**config.mk**
```make
export PLATFORM = sky130hd
export DESIGN_NAME = wsf_divider
export DESIGN_NICKNAME = d
export VERILOG_FILES = /design/src/rtl/wsf_pkg.sv /design/src/rtl/wsf_divider.sv
export SDC_FILE = /design/constraint.sdc
export NUM_CORES = 1
export LEC_CHECK = 0
export BUFFER_PORTS_ARGS = -buffer_cell sky130_fd_sc_hd__buf_2
export CELL_PAD_IN_SITES_DETAIL_PLACEMENT = 0
export CELL_PAD_IN_SITES_GLOBAL_PLACEMENT = 1
export CORE_MARGIN = 8
export CORE_UTILIZATION = 44
export CTS_CLUSTER_SIZE = 20
export DETAILED_ROUTE_END_ITERATION = 12
export GPL_TIMING_DRIVEN = 0
export PLACE_DENSITY = 0.93
export SLEW_MARGIN = 15
export SYNTH_ARGS = -nofsm -noshare
export SYNTH_HDL_FRONTEND = slang
export SYNTH_SLANG_ARGS = --single-unit
```
**constraint.sdc**
```tcl
create_clock -name clk -period 4.1 [get_ports clk]
set_input_delay 0.615 -clock clk [delete_from_list [all_inputs] [get_ports clk]]
set_output_delay 0.615 -clock clk [all_outputs]
set_load 0.02 [all_outputs]
```
**src/rtl/wsf_pkg.sv**
```systemverilog
// Shared constants and handshake types for the window feature extractor.
package wsf_pkg;

  localparam int WINDOW_MAX = 1024;
  localparam int SAMPLE_W   = 16;
  localparam int ADDR_W     = $clog2(WINDOW_MAX);
  localparam int CNT_W      = $clog2(WINDOW_MAX + 1);
  localparam int PROD_W     = 2 * SAMPLE_W;
  localparam int SUM_W      = SAMPLE_W + CNT_W;
  localparam int SQ_W       = PROD_W + CNT_W - 2;
  localparam int STEP_W     = SAMPLE_W + 1 + CNT_W - 1;
  localparam int SQSTEP_W   = PROD_W + CNT_W;
  localparam int PASS_W     = SAMPLE_W + CNT_W + 1;
  localparam int DIV_W      = SQSTEP_W + 8;
  localparam int DIVISOR_W  = CNT_W;
  localparam int DIV_CNT_W  = $clog2(DIV_W + 1);

  typedef struct packed {
    logic                 start;
    logic [DIV_W-1:0]     dividend;
    logic [DIVISOR_W-1:0] divisor;
  } div_req_t;

  typedef struct packed {
    logic             done;
    logic [DIV_W-1:0] quotient;
  } div_rsp_t;

endpackage

```
**src/rtl/wsf_divider.sv**
```systemverilog
// Restoring divider, one quotient bit per cycle, shared by all the averages.
module wsf_divider (
  input  logic              clk,
  input  logic              rst_n,
  input  wsf_pkg::div_req_t req,
  output wsf_pkg::div_rsp_t rsp
);
  import wsf_pkg::*;

  logic [DIV_W-1:0]     quo_r, quo_nxt;
  logic [DIVISOR_W-1:0] rem_r, rem_nxt;
  logic [DIVISOR_W-1:0] dvs_r;
  logic [DIV_CNT_W-1:0] cnt_r, cnt_nxt;
  logic                 busy_r, busy_nxt;
  logic                 done_r, done_nxt;
  logic [DIVISOR_W:0]   trial;
  logic [DIVISOR_W:0]   diff;

  always_comb begin
    trial    = {rem_r, quo_r[DIV_W-1]};
    diff     = trial - {1'b0, dvs_r};
    quo_nxt  = quo_r;
    rem_nxt  = rem_r;
    cnt_nxt  = cnt_r;
    busy_nxt = busy_r;
    done_nxt = 1'b0;
    if (req.start) begin
      quo_nxt  = req.dividend;
      rem_nxt  = '0;
      cnt_nxt  = DIV_CNT_W'(DIV_W);
      busy_nxt = 1'b1;
    end else if (busy_r) begin
      if (trial >= {1'b0, dvs_r}) begin
        rem_nxt = diff[DIVISOR_W-1:0];
        quo_nxt = {quo_r[DIV_W-2:0], 1'b1};
      end else begin
        rem_nxt = trial[DIVISOR_W-1:0];
        quo_nxt = {quo_r[DIV_W-2:0], 1'b0};
      end
      cnt_nxt = cnt_r - 1'b1;
      if (cnt_r == DIV_CNT_W'(1)) begin
        busy_nxt = 1'b0;
        done_nxt = 1'b1;
      end
    end
  end

  always_ff @(posedge clk) begin
    if (!rst_n) begin
      busy_r <= 1'b0;
      done_r <= 1'b0;
      cnt_r  <= '0;
    end else begin
      busy_r <= busy_nxt;
      done_r <= done_nxt;
      cnt_r  <= cnt_nxt;
    end
  end

  always_ff @(posedge clk) begin
    quo_r <= quo_nxt;
    rem_r <= rem_nxt;
    if (req.start) begin
      dvs_r <= req.divisor;
    end
  end

  assign rsp.done     = done_r;
  assign rsp.quotient = quo_r;

endmodule

```
==> impl_metrics.json <==
{
  "ys_warn_count": 0,
  "cp_data_arrival_time_ns": 2.60,
  "hold_class": "input port to flip-flop",
  "postCtsSetupRepairBufs": 0,
  "drtPass1Iterations": 4,
  "ant_nets": 0,
  "post-dp-hpwl_um": 7120,
  "fin_util_pct": 56.04,
  "finalCriticalPeriod_ns": 2.542,
  "start_util_pct": 45.59,
  "cp_data_required_time_ns": 4.16,
  "coreArea_um2": 8763,
  "syn_area_per_cell_um2": 13.50,
  "yosysTopAreaCellShare_pct": 46.60,
  "crit_path_max_fanout": 27,
  "multi_input_area_um2": 1613,
  "antenna_found_initial": 0,
  "path_cells": "buf_2 > clkbuf_1 > clkinv_1 > nand2_2 > buf_16",
  "syn-num-nets": 375,
  "hp-start": "req[9]",
  "critical_path_class": "input port to flip-flop",
  "hold_viol": 0,
  "via_per_inst": 5.203,
  "slowest_delay_ns": 0.63,
  "syn_area_um2": 3995,
  "area_growth_pct": 22.93,
  "status": "completed",
  "clk_latency_ns": 0.35,
  "top_level_ports": 117,
  "cts_buffers": 9,
  "yosys.area.top_type": "edfxtp_1",
  "overflow": 0,
  "cts_resized": 0,
  "drc": 0,
  "dr_total_vias": 2794,
  "slew_headroom_pct": 53.55,
  "ys.flop_type": "edfxtp_1",
  "die_h_um": 111.3,
  "die-area_um2": 12380,
  "ctsHoldBuffers": 0,
  "cts_tree": "built",
  "finalCritPeriodShare_pct": 62.01,
  "leakage_nw": 2.029,
  "wire_per_inst_um": 17.45,
  "rsz0062_at_grt": "false",
  "placed_area_um2": 4741,
  "grt_pass1_vias": 2997,
  "reg2reg_to": "rem_r[8]",
  "track_usage_pct": 15.16,
  "async_reset_ff_share_pct": 0,
  "clkSinkCount": 81,
  "synth.distinct_cells": 50,
  "start_kind": "input port",
  "path_clk_slew_ns": 0.08,
  "drive_gt1_share_pct": 46.39,
  "nFillCells": 747,
  "cts_buffer_depth": 2,
  "reg2reg_depth": 10,
  "fin_skew_ns": 0.009256,
  "critPathCaptureType": "flip-flop",
  "row_count": 34,
  "grt_pass1_wl_um": 15170,
  "ir_drop_v": 0.0002735,
  "seq_area_um2": 2242,
  "drt_wl_total_um": 9371,
  "maxCapViolations": 0,
  "die_w_um": 111.3,
  "htreeDepth": 3,
  "grt_max_degree": 28,
  "yosysSeqAreaShare_pct": 56.12,
  "nets": 503,
  "synth_seq_cells": 81,
  "r2r-start": "quo_r[50]",
  "diodes": 0,
  "syn_inst": 296,
  "synth_most_common_cell": "edfxtp_1",
  "tightest_slew_ns": 0.6943,
  "netlist_top_cells_area": "edfxtp_1, mux2_2, dfxtp_1",
  "min_to": "dvs_r[9]",
  "whs_path_depth": 1,
  "final.setup.tns_ns": 0,
  "io_buffers": 116,
  "synth_edf_count": 62,
  "initialDrtViolationCount": 135,
  "synth_common_cells": "edfxtp_1, mux2_2, dfxtp_1",
  "final-setup-viol-count": 0,
  "r2r_slack_ns": 1.58,
  "critPathSlowestCell": "nand2_2",
  "power_density_nw_per_um2": 416.5,
  "gp_congestion": 0.8125,
  "drv_slew": 0,
  "clockRootBuffer": "clkbuf_8",
  "fmax_mhz": 393.3,
  "postLayoutCellArea_um2": 4911
}
through the flow:
step	cells	setup slack, ns	total power [mW]	hold WS [ns]
floorplan	296	1.439	1.390	0.4744
global placement	520	0.4003	1.529	0.4990
detailed placement	521	1.164	1.548	0.5052
CTS	537	1.535	2.068	0.4138
global route	537	1.378	2.146	0.4205
finish	537	1.558	2.046	0.4323
critical path: cells and delay by family:
family        cells  cell delay [ns]
buf+inv           4             1.33
simple gates      1             0.63
cell usage in the layout (no fill, tap or decap), types with 2 or more instances in the layout:
| master | count |
|---|---|
| mux2_2 | 51 |
| a311oi_2 | 2 |
| clkinv_1 | 4 |
| o21ai_4 | 2 |
| xor2_1 | 2 |
| nand2_1 | 10 |
| a211oi_1 | 5 |
| buf_2 | 116 |
| inv_1 | 16 |
| clkinv_4 | 3 |
| nand2b_1 | 4 |
| dfxtp_1 | 19 |
| nor3_1 | 3 |
| nor4_4 | 2 |
| ha_1 | 13 |
| clkbuf_1 | 8 |
| mux2i_1 | 7 |
| xnor2_1 | 8 |
| nor2_1 | 18 |
| clkbuf_8 | 9 |
| a21boi_0 | 4 |
| buf_4 | 2 |
| nor2b_1 | 2 |
| o21a_1 | 2 |
| o21ai_0 | 7 |
| nand3_1 | 4 |
| nand4_1 | 2 |
| a21oi_1 | 8 |
| edfxtp_1 | 62 |
| o22ai_1 | 2 |
| o211ai_1 | 3 |
| nor4_1 | 2 |
| nand3b_1 | 2 |
| a211oi_2 | 2 |
| buf_1 | 2 |
how the worst max path moves through the flow:
stage	start	depth (start not counted)	end
after floorplan	req[62]	3	quo_r[0]
after global placement	req[62]	4	quo_r[7]
after detailed placement	req[62]	5	quo_r[7]
after CTS	req[62]	5	quo_r[15]
after global routing	req[62]	5	quo_r[8]
final	req[62]	5	quo_r[7]
cell families (layout without fill, tap and decap cells):
kind of cell	count (synthesis)	count (layout)	synth area share, %
flops	81	81	56.12
mux	58	58	16.13
simple gates	57	57	8.330
compound gates	45	45	9.082
buf+inv	31	164	3.570
fa+ha+maj	14	14	4.573
xor+xnor	10	10	2.192
state kept, by name, summed over array words and instances, names as in the netlist:
register and cells:
quo_r 51, dvs_r 11, rem_r 11, cnt_r 6
busy_r 1, done_r 1
where the power goes:
part	internal [mW]	switching, mW	leakage [nW]
Combinational	0.218	0.286	1.17
Clock	0.219	0.296	0.0863
Sequential	0.981	0.0445	0.778
final cells by class:
class / instances / share of cell area, %
multi-input cells: 184 / 32.84
inverters: 17 / 1.299
clock buffers: 9 / 2.522
well taps: 108 / 2.752
plain buffers: 14 / 1.605
repair buffers: 117 / 12.38
flip-flops and latches: 81 / 45.66
clock inverters: 7 / 0.9427
metal layers:
layer  GRT usage, %  share of wire (%)  vias to the layer above  wire (um)
li1               -                  -                     1357          -
met1          16.34                 40                     1331       3776
met2          25.52                 49                       91       4598
met3          6.115                8.7                       15        812
met4          6.756                2.0                        0        184
met5              0                  0                        -          0
No activity file was read; power rests on OpenSTA's default activity.
